===== config.mk =====
export PLATFORM = sky130hd
export DESIGN_NAME = line_comment_extractor_flat
export DESIGN_NICKNAME = d
export VERILOG_FILES = /design/src/rtl/core/lce_pkg.sv /design/src/rtl/core/lce_stream_if.sv /design/src/rtl/core/lce_step.sv /design/src/rtl/core/lce_out_fifo.sv /design/src/rtl/core/line_comment_extractor.sv /design/src/flat_wrapper.sv
export SDC_FILE = /design/constraint.sdc
export NUM_CORES = 1
export LEC_CHECK = 0
export BUFFER_PORTS_ARGS = -buffer_cell sky130_fd_sc_hd__buf_2
export CELL_PAD_IN_SITES_DETAIL_PLACEMENT = 0
export CELL_PAD_IN_SITES_GLOBAL_PLACEMENT = 1
export CORE_MARGIN = 1.5
export CORE_UTILIZATION = 45
export CTS_CLUSTER_DIAMETER = 100
export DETAILED_ROUTE_END_ITERATION = 7
export GPL_ROUTABILITY_DRIVEN = 0
export PLACE_DENSITY_LB_ADDON = 0.1
export SLEW_MARGIN = 10
export SYNTH_ARGS = -nofsm -noshare
export SYNTH_HDL_FRONTEND = slang
export SYNTH_SLANG_ARGS = --single-unit
export TNS_END_PERCENT = 1

===== constraint.sdc =====
create_clock -name clk_i -period 3.93 [get_ports clk_i]
set_input_delay 0.5895 -clock clk_i [delete_from_list [all_inputs] [get_ports clk_i]]
set_output_delay 0.5895 -clock clk_i [all_outputs]
set_load 0.03 [all_outputs]

===== src/rtl/core/lce_pkg.sv =====
// Shared types and constants for the line comment extractor.
`timescale 1ns / 1ps

package lce_pkg;

  localparam logic [7:0] CharSlash = 8'h2F;
  localparam logic [7:0] CharStar  = 8'h2A;
  localparam logic [7:0] CharQuote = 8'h22;
  localparam logic [7:0] CharNl    = 8'h0A;

  localparam int unsigned OutDepth = 4;
  localparam int unsigned OutPtrW  = $clog2(OutDepth);
  localparam int unsigned OutCntW  = $clog2(OutDepth + 1);

  typedef enum logic [3:0] {
    MODE_CODE  = 4'b0001,
    MODE_BLOCK = 4'b0010,
    MODE_STR   = 4'b0100,
    MODE_LINE  = 4'b1000
  } mode_e;

  typedef struct packed {
    logic [7:0] byte_in;
  } in_item_t;

  typedef struct packed {
    logic [7:0] out_byte;
    logic       last_of_run;
  } out_item_t;

  typedef struct packed {
    mode_e      mode;
    logic       held_mark;
  } lex_state_t;

  typedef struct packed {
    lex_state_t next;
    logic [1:0] num_results;
    out_item_t  first;
    out_item_t  second;
  } step_t;

endpackage


===== src/rtl/core/lce_stream_if.sv =====
// Valid/ready stream channel carrying one payload.
`timescale 1ns / 1ps

interface lce_stream_if #(
  parameter type payload_t = logic [7:0]
);
  logic     valid;
  logic     ready;
  payload_t data;

  modport source (output valid, output data, input ready);
  modport sink   (input valid, input data, output ready);
endinterface


===== src/rtl/core/lce_step.sv =====
// Combinational lexer step: next mode, held mark and results for one byte.
`timescale 1ns / 1ps

module lce_step (
  input  lce_pkg::lex_state_t cur_i,
  input  logic [7:0]          byte_i,
  output lce_pkg::step_t      step_o
);
  import lce_pkg::*;

  mode_e      mode_d;
  logic       mark_d;
  logic [1:0] num;
  logic [7:0] first_byte;

  always_comb begin
    mode_d     = cur_i.mode;
    mark_d     = cur_i.held_mark;
    num        = 2'd0;
    first_byte = byte_i;
    if (byte_i == CharNl) begin
      mark_d = 1'b0;
      if (cur_i.mode == MODE_LINE) begin
        mode_d = MODE_CODE;
        num    = 2'd1;
      end else if (cur_i.mode == MODE_STR) begin
        mode_d = MODE_CODE;
      end
    end else begin
      case (cur_i.mode)
        MODE_LINE: begin
          num = 2'd1;
        end
        MODE_STR: begin
          if (byte_i == CharQuote) begin
            mode_d = MODE_CODE;
          end
        end
        MODE_BLOCK: begin
          if (cur_i.held_mark && byte_i == CharSlash) begin
            mode_d = MODE_CODE;
            mark_d = 1'b0;
          end else begin
            mark_d = (byte_i == CharStar);
          end
        end
        default: begin
          mark_d = 1'b0;
          if (cur_i.held_mark && byte_i == CharStar) begin
            mode_d = MODE_BLOCK;
          end else if (cur_i.held_mark && byte_i == CharSlash) begin
            mode_d     = MODE_LINE;
            num        = 2'd2;
            first_byte = CharSlash;
          end else if (byte_i == CharSlash) begin
            mark_d = 1'b1;
          end else if (byte_i == CharQuote) begin
            mode_d = MODE_STR;
          end
        end
      endcase
    end
  end

  assign step_o.next.mode        = mode_d;
  assign step_o.next.held_mark   = mark_d;
  assign step_o.num_results      = num;
  assign step_o.first.out_byte   = first_byte;
  assign step_o.first.last_of_run = (num != 2'd2);
  assign step_o.second.out_byte  = CharSlash;
  assign step_o.second.last_of_run = 1'b1;

endmodule


===== src/rtl/core/lce_out_fifo.sv =====
// Result queue: takes up to two results per cycle, hands out one.
`timescale 1ns / 1ps

module lce_out_fifo (
  input  logic                  clk_i,
  input  logic                  rst_ni,
  input  logic [1:0]            push_num_i,
  input  lce_pkg::out_item_t    push_first_i,
  input  lce_pkg::out_item_t    push_second_i,
  output logic                  room_o,
  lce_stream_if.source          out_o
);
  import lce_pkg::*;

  out_item_t              mem_q [OutDepth];
  logic [OutPtrW-1:0]     wr_ptr_q, wr_ptr_d;
  logic [OutPtrW-1:0]     rd_ptr_q, rd_ptr_d;
  logic [OutCntW-1:0]     count_q, count_d;
  logic                   pop;
  logic [OutPtrW-1:0]     wr_next;

  assign pop     = out_o.valid && out_o.ready;
  assign wr_next = wr_ptr_q + OutPtrW'(1);
  assign room_o  = (count_q <= OutCntW'(OutDepth - 2));

  always_comb begin
    wr_ptr_d = wr_ptr_q + OutPtrW'(push_num_i);
    rd_ptr_d = pop ? rd_ptr_q + OutPtrW'(1) : rd_ptr_q;
    count_d  = count_q + OutCntW'(push_num_i) - OutCntW'(pop);
  end

  always_ff @(posedge clk_i) begin
    if (push_num_i != 2'd0) begin
      mem_q[wr_ptr_q] <= push_first_i;
    end
    if (push_num_i == 2'd2) begin
      mem_q[wr_next] <= push_second_i;
    end
  end

  always_ff @(posedge clk_i or negedge rst_ni) begin
    if (!rst_ni) begin
      wr_ptr_q <= '0;
      rd_ptr_q <= '0;
      count_q  <= '0;
    end else begin
      wr_ptr_q <= wr_ptr_d;
      rd_ptr_q <= rd_ptr_d;
      count_q  <= count_d;
    end
  end

  assign out_o.valid = (count_q != '0);
  assign out_o.data  = mem_q[rd_ptr_q];

endmodule


===== src/rtl/core/line_comment_extractor.sv =====
// Top level of the line comment extractor.
// Scans C source text one byte per request and returns the text of every
// line comment: both slashes of the opening pair, each following byte of
// the line, then a newline byte. Block comments and quoted strings are
// skipped. A byte enters an input register, passes through combinational
// lexer logic and lands in a four-entry result queue, so a new byte is taken
// every cycle while the queue has room for two results. The output side
// drains one result per cycle while its ready is high; the second slash of
// an opening pair yields two results, so the queue can fill and stall input.
`timescale 1ns / 1ps

module line_comment_extractor (
  input  logic         clk_i,
  input  logic         rst_ni,
  lce_stream_if.sink   in_i,
  lce_stream_if.source out_o
);
  import lce_pkg::*;

  logic       in_vld_q;
  logic [7:0] in_byte_q;
  lex_state_t state_q;
  step_t      step;
  logic       room;
  logic       advance;
  logic [1:0] push_num;

  assign advance   = in_vld_q && room;
  assign in_i.ready = !in_vld_q || advance;
  assign push_num  = advance ? step.num_results : 2'd0;

  always_ff @(posedge clk_i or negedge rst_ni) begin
    if (!rst_ni) begin
      in_vld_q <= 1'b0;
    end else if (in_i.ready) begin
      in_vld_q <= in_i.valid;
    end
  end

  always_ff @(posedge clk_i) begin
    if (in_i.ready && in_i.valid) begin
      in_byte_q <= in_i.data.byte_in;
    end
  end

  always_ff @(posedge clk_i or negedge rst_ni) begin
    if (!rst_ni) begin
      state_q.mode      <= MODE_CODE;
      state_q.held_mark <= 1'b0;
    end else if (advance) begin
      state_q <= step.next;
    end
  end

  lce_step u_step (
    .cur_i  (state_q),
    .byte_i (in_byte_q),
    .step_o (step)
  );

  lce_out_fifo u_out_fifo (
    .clk_i         (clk_i),
    .rst_ni        (rst_ni),
    .push_num_i    (push_num),
    .push_first_i  (step.first),
    .push_second_i (step.second),
    .room_o        (room),
    .out_o         (out_o)
  );

endmodule


===== src/flat_wrapper.sv =====
// flat-port wrapper written by rule: the top's interface ports become plain ports
module line_comment_extractor_flat import lce_pkg::*;
  (clk_i, rst_ni, in_i_valid, in_i_data, in_i_ready, out_o_valid, out_o_data, out_o_ready);
  lce_stream_if #(.payload_t(in_item_t)) in_i_i ();
  lce_stream_if #(.payload_t(out_item_t)) out_o_i ();
  input  logic clk_i;
  input  logic rst_ni;
  input wire logic [$bits(in_i_i.valid)-1:0] in_i_valid;
  input wire logic [$bits(in_i_i.data)-1:0] in_i_data;
  output wire logic [$bits(in_i_i.ready)-1:0] in_i_ready;
  output wire logic [$bits(out_o_i.valid)-1:0] out_o_valid;
  output wire logic [$bits(out_o_i.data)-1:0] out_o_data;
  input wire logic [$bits(out_o_i.ready)-1:0] out_o_ready;
  assign in_i_i.valid = in_i_valid;
  assign in_i_i.data = in_i_data;
  assign in_i_ready = in_i_i.ready;
  assign out_o_valid = out_o_i.valid;
  assign out_o_data = out_o_i.data;
  assign out_o_i.ready = out_o_ready;
  line_comment_extractor u_core (.clk_i(clk_i), .rst_ni(rst_ni), .in_i(in_i_i), .out_o(out_o_i));
endmodule

# Yosys cells after proc, flatten, opt, wreduce, memory -nomap -nowiden
# Memories as Yosys holds them, arrays and structs flattened.
# Index checks and enable logic that the tools add are counted.
# classes
addsub	5
n_mul	0
div_mod_pow	0
magnitude_cmp	1
n_eq_ne	15
shift	0
n_mux	30
bitwise	0
reduce_logical	15
# ops
operator	n
$mux 4	9
$mux 8	4
$eq 8x6->1 const B	3
$pmux 4 s3	1
$mux 1	10
$eq 8x4->1 const B	1
$mux 2	4
$reduce_and 7->1	1
$logic_and 1x1->1	5
$ne 5x5->1 const B	1
$add 2x1->2 const B	2
$eq 4x2->1 const B	1
$eq 4x3->1 const B	1
$eq 4x4->1 const B	1
$ne 2x2->1 const B	2
$pmux 2 s2	1
$reduce_bool 4->1	1
$reduce_or 2->1	2
$add 3x2->3	1
$le 3x2->1 const B	1
$ne 3x1->1 const B	1
$ne 3x2->1 const B	1
$ne 3x3->1 const B	1
$reduce_bool 3->1	1
10 further kinds	10
# totals
regBits	21
latchBits	0
ramBits	36
mem_bits_ro	0
input_bits	12
out_inout_bits	11
word_cells	74
memories	1
# memory_table
name	depth	width	read_ports	rd_ports_with_merged_regs	write_ports	line_no	rtl
u_core.u_out_fifo.mem_q	4	9	1	0	2	lce_out_fifo.sv:15	out_item_t mem_q [OutDepth];

# Logic depth before layout (Yosys ltp)
# Gate-level depths: netlist of the first run.
# logic_depth
ltp_word	10
ltp_mapped	11
depth_no_buf	11

# By module
# Synthesis of the first run repeated with hierarchy kept, for this count alone.
# unflattened
cells_unflattened	234
hier_area_um2	3215.6
# by_module_without_submodules
module	instances	cells_each	area_each_um2	seq_area_each_um2
lce_out_fifo	1	128	2218.4	1256.2
line_comment_extractor	1	25	509.2	391.6
lce_step	1	81	488.0	0.0

# Least setup slack after synthesis of the first run
# Ideal clock, no wire load.
# synth_path
path_kind	reg-to-reg
from	register u_core.in_byte_q[4]
to	register u_core.u_out_fifo.count_q[2]
setup_ps	123
arrival_ps	2688
path_slack_ps	1118
path_stages_with_launch	11
n_path_buf	2
synth_period_minus_slack_ps	2812
cell_sequence	edfxtp_1 > or3_1 > clkbuf_2 > or3_1 > buf_6 > nor3_4 > inv_1 > ha_1 > fa_1 > xor2_1 > xnor2_1
# synth_between
elab_chain_cells	9
word_cells_on_any_way	12
classes_between	2 x add/sub; 3 x eq/ne; 5 x mux; 2 x reduce/logical
# synth_lines
element	line_no	rtl
start, declared	line_comment_extractor.sv:21	logic [7:0] in_byte_q;
start signal, assigned	line_comment_extractor.sv:42	in_byte_q <= in_i.data.byte_in;
$eq 8x6->1	lce_step.sv:51	end else if (cur_i.held_mark && byte_i == CharSlash) begin
$logic_and 1x1->1	lce_step.sv:51	
$mux 2	lce_step.sv:51	
$mux 2	lce_step.sv:49	if (cur_i.held_mark && byte_i == CharStar) begin
$pmux 2 s2	lce_step.sv:30	case (cur_i.mode)
$mux 2 *	lce_step.sv:21	if (byte_i == CharNl) begin
$mux 2 *	line_comment_extractor.sv:30	assign push_num = advance ? step.num_results : 2'd0;
$add 3x2->3 *	lce_out_fifo.sv:29	count_d = count_q + OutCntW'(push_num_i) - OutCntW'(pop);
$sub 3x1->3 *	lce_out_fifo.sv:29	
via u_core.u_out_fifo.count_d[2]	lce_out_fifo.sv:18	logic [OutCntW-1:0] count_q, count_d;
end signal, assigned	lce_out_fifo.sv:49	count_q <= count_d;
end, declared	lce_out_fifo.sv:18	
# Mark *: on every way through the listed nets, which the timed path passes. The rest lies on a longest branch.
# A chain may end at the register's enable or synchronous reset.

# Final worst setup path of the first run
# Same ends and word-level chain as after synthesis.

==> summary.txt, run 1 <==
Clock network
  – CTS Hold Buffers Added: 0
  – Insertion delay of the later-clocked pin in the worst-skew pair: 340 ps
  – CTS Root Cell: clkbuf_8
  – Number of buffers inserted to repair setup after CTS: 0
  – Number of buffers created by CTS: 9
  – Clock tree sinks: 57
  – CTS tree: yes
  – Total of cells resized after clock tree synthesis: 0
  – Number of H-tree levels: 3
  – Clock transition at the registers of the reported paths: approximately 60 ps
  – Clock Path Buffers: 2

STA
  – Slew at the pin closest to its max-slew limit: 677.1 ps
  – Setup Total Neg Slack: 0 ps
  – Slew Limit Headroom: 0.5486
  – Final hold slack: ~130 ps
  – Final Slew Violations: 0
  – Final period utilization: 0.7932
  – Setup violations, final: 0
  – Shortest period the worst path allows: 3117 ps
  – Number of hold violations in the final report: 0
  – Largest clock skew in the final design: 8.446 ps
  – Setup repair after global routing missed its margin: false
  – Achievable Freq: about 0.32 GHz

Yosys
  – Sequential share of the synthesized area: 0.4437
  – Primary FF master, synth: dfxtp_1
  – Total nets after synthesis: 314
  – Post-Synthesis Cell Area: 2902 µm²
  – Count of flip-flops with a built-in enable after synthesis: 8
  – Total number of yosys warnings: 0
  – Count of distinct cell types in the synthesized netlist: 51
  – Number of register bits inferred by synthesis: between 50 and 60
  – Synthesized area per cell: 9.769 µm²
  – Post-synthesis cell count: about 300
  – Ys async rst share: 0.2281

Cells and area
  – Count of placed standard cells in the final layout, fillers left out: around 400
  – Fraction of layout cells with a size suffix above 1: 0.2120
  – Signed area change from the synthesized netlist to the final layout: 11.00%
  – Final nets: 328
  – Antenna diodes: 0
  – Final instance area: 3221 µm²

Setup path
  – Crit path kind: reg2reg
  – Largest fanout on the critical path: 9
  – Worst EP required: a little over 4000 ps
  – Beginning of the critical path: u_core.in_byte_q[4]
  – CP endpoint kind: flop
  – Element type at the critical path start: flop
  – Data arrival time of the critical path: 3340 ps
  – Origin of the critical flop-to-flop path: u_core.in_byte_q[4]

Detailed routing
  – Count of nets left with antenna violations after detail routing: 0
  – Remaining routing DRC violations: 0
  – Drt first-iter violations: 156
  – First-pass iteration count of the detailed router: 4
  – Count of vias placed by the detailed router: 2237
  – DR vias/cell: around 5.7
  – Routed length per instance: about 18 µm
  – Drt total wl: 6.921 mm

Floorplan
  – Standard-cell row count: 29
  – X dimension of the die: approximately 83 µm
  – Starting density of the core: 0.4622
  – Floorplan die height: 83.30 µm
  – Core Footprint: 6277 µm²
  – Die Area: 6939 µm²
  – IO Pins: 23

Place
  – HPWL Detailed: 4.854 mm
  – Cell count after placement: ~380
  – # port buffers: 22
  – Total cell area at the placement stage: between 3000 and 4000 µm²

Pwr
  – Power per unit of standard cell area: 555.6 nW/µm²
  – Pleak: 1.236 nW
  – Worst ir drop on vdd: 0.3896 mV
  – Total power after layout: 1.789 mW

Global routing
  – Via count of the first global-routing pass: 2183
  – Number of antenna violations at the first check in global routing: 0
  – All-Layer GR Usage: 0.2149
  – Maximum number of pins on one net before global-route repair: 25
  – Remaining Overflow, GRT: 0
  – First-pass GRT wire length: 11.38 mm

Hold path
  – Kind of path behind the tightest hold check: in2async

Run status
  – Result of the run: completed

Run
  – MaxCap Viol Count: 0
through the flow:
| stage | worst slack, ps | utilization |
|---|---|---|
| after detailed placement | 817.4 | 0.4806 |
| after floorplan | 1118 | - |
| final | 812.7 | 0.5131 |
| after global placement | 882.2 | 0.4806 |
| after CTS | 807.1 | 0.5131 |
| after global routing | 565.9 | 0.5131 |
worst max-delay path, stage by stage (launching register included):
cell	delay [ps]
edfxtp_1	450
or3_1	500
or3_1	610
nor3_4	290
inv_1	110
ha_1	310
fa_1	430
xor2_1	170
xnor2_1	120
state kept, by name (all words and copies together), names as in the netlist:
signal	cells
u_core.in_byte_q	8
u_core.in_vld_q	1
u_core.state_q	5
u_core.u_out_fifo.count_q	3
u_core.u_out_fifo.mem_q	36
u_core.u_out_fifo.rd_ptr_q	2
u_core.u_out_fifo.wr_ptr_q	2
Yosys cell counts, types with 4 or more instances:
cell type,instances,area (µm²)
nor2b_1,6,37.54
and3_1,6,37.54
or3_1,6,37.54
mux2_2,4,45.04
a21oi_1,27,135.1
o211ai_1,4,30.03
nor2_1,28,105.1
nand3_1,11,55.05
ha_1,4,50.05
buf_2,6,30.03
o21ai_0,11,55.05
mux4_2,9,202.7
edfxtp_1,8,240.2
clkbuf_1,11,41.29
nand2_1,15,56.30
xnor2_1,6,52.55
nor3_1,27,135.1
dfxtp_1,36,720.7
and2_1,4,25.02
inv_1,9,33.78
dfrtp_1,12,300.3
where the power goes:
group	leakage (nW)	total [mW]	internal, mW	switching [mW]
combinational	0.600	0.410	0.171	0.240
sequential	0.527	0.811	0.666	0.145
clock	0.109	0.568	0.328	0.240
total	1.24	1.79	1.16	0.625
layout make-up:
class / count / area (µm²)
Clock buffer: 11 / 152.6
Clock inverter: 5 / 51.30
Fill cell: 598 / 3057
Inverter: 9 / 33.78
Multi-Input combinational cell: 211 / 1481
Sequential cell: 57 / 1287
Tap cell: 77 / 96.34
Timing Repair Buffer: 23 / 117.6
path summary, 6_finish.rpt:
kind	endpoint	slack (ps)	depth (start not counted)
max	u_core.u_out_fifo.count_q[2]	810	8
min	u_core.u_out_fifo.rd_ptr_q[1]	130	1
max reg2reg	u_core.u_out_fifo.count_q[2]	810	8
min reg2reg	u_core.u_out_fifo.mem_q[1][6]	460	2
max in group asynchronous	u_core.state_q[1]	3520	1
min in group clk_i	u_core.in_byte_q[6]	430	1
metal layers:
layer,track usage,share of wire,vias up
met1,0.2981,0.49,1075
li1,-,-,1113
met2,0.3230,0.46,37
met4,0.08636,0.019,0
met5,0,0,-
met3,0.05268,0.029,12
logic make-up after synthesis:
group	Yosys count	synth area share
mux	16	0.1009
compound gates	57	0.1225
simple gates	124	0.2359
flops	57	0.4437
xor+xnor	9	0.02717
buf+inv	29	0.04571
fa+ha+maj	5	0.02415
cells in the final DEF (no fill, tap or decap), types with 11 or more instances in the layout:
master	count
a21oi_1	27
nor2_1	28
nor3_1	27
dfrtp_1	12
o21ai_0	11
buf_2	22
dfxtp_1	36
nand2_1	15
nand3_1	11
Note: power is estimated with default switching activity, not from simulation.
==> run 2, diff against run 1 <==
ABC_AREA = 1   (was not set)
CORE_UTILIZATION = 39   (was 45)
clock period = 2.7 ns   (was 3.93 ns; I/O delays follow)
==> run 2 against run 1 <==
Against the previous run:
- clock skew is 1.3 ps lower
- sequential power rose by 27%
- first-iteration DRC count down 21%
- largest cell class unchanged
==> summary.txt, run 2 <==
Cells and area
  – Final nets: 420 (+28%)
  – Antenna diodes: 0 (unchanged)
  – Largest register by flop count: u_core.u_out_fifo.mem_q
  – Share of the core filled with cells: 0.4694 (-0.04367)
  – Number of inserted filler cells in the final layout: 732 (+22%)
  – Count of placed standard cells in the final layout, fillers left out: 504 (+28%)
  – Max reg flops: 36 (unchanged)
  – Signed area change from the synthesized netlist to the final layout: 14.44%
  – Fraction of layout cells with a size suffix above 1: 0.1446 (-0.06742)
  – Leading registers by flop count: u_core.u_out_fifo.mem_q: 36 flops, u_core.in_byte_q: 8 flops, u_core.state_q: 5 flops
  – Leading cell types in the layout, fill and taps excluded: nand2_1, nand3_1, nor2_1
  – Leading cell type in the layout, fill and taps excluded: nand2_1

Setup path
  – Worst EP required: 2960 ps (-1190 ps)
  – Element type at the critical path start: flop
  – Largest fanout on the critical path: 4 (-5)
  – Setup slack of the most critical reg-to-reg path: 350 ps (-460 ps)
  – CP endpoint kind: flop
  – Data arrival time of the critical path: 2610 ps (-730 ps)
  – Crit path kind: reg2reg

Yosys
  – Count of distinct cell types in the synthesized netlist: 30 (-41%)
  – Total nets after synthesis: 391 (+25%)
  – Most common cell in the synthesized netlist: nand2_1
  – Share of the synthesized area in the top cell type: 0.2544 (+0.006034)
  – Cell types with the highest counts after synthesis: nand2_1, nand3_1, nor2_1, dfxtp_1, inv_1
  – Post-synthesis cell count: 374 (+26%)
  – Count of flip-flops with a built-in enable after synthesis: 8 (unchanged)
  – Ys async rst share: 0.2281 (unchanged)
  – Synthesized area per cell: 7.574 µm² (-22%)
  – Post-Synthesis Cell Area: 2833 µm² (-2.4%)
  – Biggest area consumer among synthesized cells: dfxtp_1
  – Leading post-synthesis cells by cell area: dfxtp_1, nand3_1, dfrtp_1
  – Total number of yosys warnings: 0 (unchanged)
  – Primary FF master, synth: dfxtp_1
  – Number of register bits inferred by synthesis: 57 (unchanged)
  – Sequential share of the synthesized area: 0.4545 (+0.01078)

Global routing
  – First-pass GRT wire length: 11.74 mm (+3.2%)
  – Met2 layer usage reported by global route: 0.3338 (+0.01081)
  – All-Layer GR Usage: 0.2055 (-0.009380)
  – Global routing's busiest layer: met2
  – Grt met3 use: 0.03358 (-0.01910)
  – Number of antenna violations at the first check in global routing: 0 (unchanged)
  – Met1 track demand over resource: 0.2750 (-0.02313)
  – Maximum number of pins on one net before global-route repair: 36 (+44%)
  – Remaining Overflow, GRT: 0 (unchanged)
  – Via count of the first global-routing pass: 2320 (+6.3%)

Detailed routing
  – Count of vias placed by the detailed router: 2512 (+12%)
  – Drt first-iter violations: 123 (-21%)
  – First-pass iteration count of the detailed router: 4 (unchanged)
  – DR vias/cell: 4.984 (-12%)
  – Drt total wl: 7.329 mm (+5.9%)
  – Remaining routing DRC violations: 0 (unchanged)
  – Count of nets left with antenna violations after detail routing: 0 (unchanged)
  – Routed length per instance: 14.54 µm (-17%)

Pwr
  – Worst ir drop on vdd: 0.2928 mV (-25%)
  – Pleak: 1.612 nW (+30%)
  – Total power after layout: 2.872 mW (+61%)
  – Power per unit of standard cell area: 886.1 nW/µm² (+59%)

Clock network
  – CTS Root Cell: clkbuf_8
  – Number of buffers created by CTS: 9 (unchanged)
  – Insertion delay of the later-clocked pin in the worst-skew pair: 340 ps (about the same)
  – Number of H-tree levels: 3 (unchanged)
  – Number of buffers inserted to repair setup after CTS: 0 (unchanged)
  – Clock Path Buffers: 2 (unchanged)
  – Clock tree sinks: 57 (unchanged)
  – CTS tree: yes
  – Clock transition at the registers of the reported paths: 70 ps (about the same)

Place
  – HPWL Detailed: 5.001 mm (+3.0%)
  – Pre-CTS WS: 337.7 ps (-479.7 ps)
  – # port buffers: 22 (unchanged)
  – Cell count after placement: 487 (+29%)

STA
  – Setup Total Neg Slack: 0 ps (unchanged)
  – Slew Limit Headroom: 0.4655 (-0.08313)
  – Largest clock skew in the final design: 7.161 ps (-1.285 ps)
  – Shortest period the worst path allows: 2346 ps (-771.3 ps)
  – Setup repair after global routing missed its margin: false
  – Slew at the pin closest to its max-slew limit: 798.8 ps (+121.7 ps)
  – Final Slew Violations: 0 (unchanged)
  – Number of hold violations in the final report: 0 (unchanged)
  – Final period utilization: 0.8689 (+0.07569)
  – Achievable Freq: 0.4262 GHz (+33%)
  – Slack of the critical path: 354.0 ps (-458.7 ps)
  – Setup violations, final: 0 (unchanged)

Floorplan
  – Floorplan die height: 88.23 µm (+5.9%)
  – Standard-cell row count: 30 (+3.4%)
  – Die Area: 7784 µm² (+12%)
  – IO Pins: 23 (unchanged)
  – Core Footprint: 6907 µm² (+10%)
  – Starting density of the core: 0.4101 (-0.05208)
  – X dimension of the die: 88.23 µm (+5.9%)

Run status
  – Result of the run: completed

Run
  – MaxCap Viol Count: 0 (unchanged)

Hold path
  – Kind of path behind the tightest hold check: in2reg
==> run 2: cell count changes after synthesis, sizes merged, moves of 8 or more <==
cell / change
nor3: -30
nand3: +56
a21oi: -13
nor2: +26
inv: +20
o22ai: +9
nand2: +71
o21ai: +8
mux4: -9
==> run 2: repair_timing <==
| action | 4_1_cts | 5_1_grt |
|---|---|---|
| resized for setup | 0 | 0 |
| hold endpoints to repair | 12 | 0 |
| hold buffers | 1 | 0 |
==> run 2: critical path: stages (launching register included) <==
cell and delay, ps:
dfstp_2 540, nor2_1 60, nand2_1 110, nand2_1 100, nor2_1 220, nand3_4 140
ha_1 320, fa_1 440, xnor2_1 180, xor2_1 160
==> run 2: kinds of logic (layout without fill, tap and decap cells) <==
group,Yosys count,in the layout,synth area share
adder cells (fa/ha/maj),5,5,0.02474
XOR/XNOR,6,6,0.01855
AO/OA/AOI/OAI,45,45,0.08525
buffers and inverters,46,80,0.07862
AND/OR/NAND/NOR,215,215,0.3383
flip-flops,57,57,0.4545
==> run 2: path summary, 6_finish.rpt <==
kind                                                from                       endpoint  depth (start not counted)
max reg2reg                            u_core.state_q[1]   u_core.u_out_fifo.count_q[2]                          9
max in group asynchronous                         rst_ni              u_core.state_q[1]                          2
max                                    u_core.state_q[1]   u_core.u_out_fifo.count_q[2]                          9
min reg2reg                u_core.u_out_fifo.mem_q[1][2]  u_core.u_out_fifo.mem_q[1][2]                          2
min                                         in_i_data[2]            u_core.in_byte_q[2]                          1
min in group asynchronous                         rst_ni              u_core.state_q[4]                          2
==> run 2: where the power goes <==
group	switching (mW)	leakage [nW]	total, mW	internal (mW)
sequential	0.0690	0.528	1.03	0.958
clock	0.352	0.0998	0.773	0.421
combinational	0.759	0.984	1.07	0.314
total	1.18	1.61	2.87	1.69
==> run 2: area by class of cell <==
type	instances	area (µm²)	share of cell area
Tap cell	96	120.1	0.03705
Inverter	31	117.6	0.03628
Sequential cell	57	1287	0.3971
Clock buffer	10	127.6	0.03937
Clock inverter	6	58.81	0.01814
Timing Repair Buffer	33	207.7	0.06407
Multi-Input combinational cell	271	1323	0.4080
==> run 2: through the flow <==
| stage | area, µm² | hold WS [ps] |
|---|---|---|
| finish | 3242 | 238.8 |
| floorplan | 2833 | 109.4 |
| global placement | 3045 | 313.9 |
| detailed placement | 3045 | 320.4 |
| CTS | 3242 | 228.0 |
| global route | 3242 | 223.8 |
==> run 2: metal layers <==
metal	vias to the layer above	wire length, µm
met5	-	0
met4	0	133
met3	12	187
met2	39	3520
met1	1168	3487
li1	1293	-
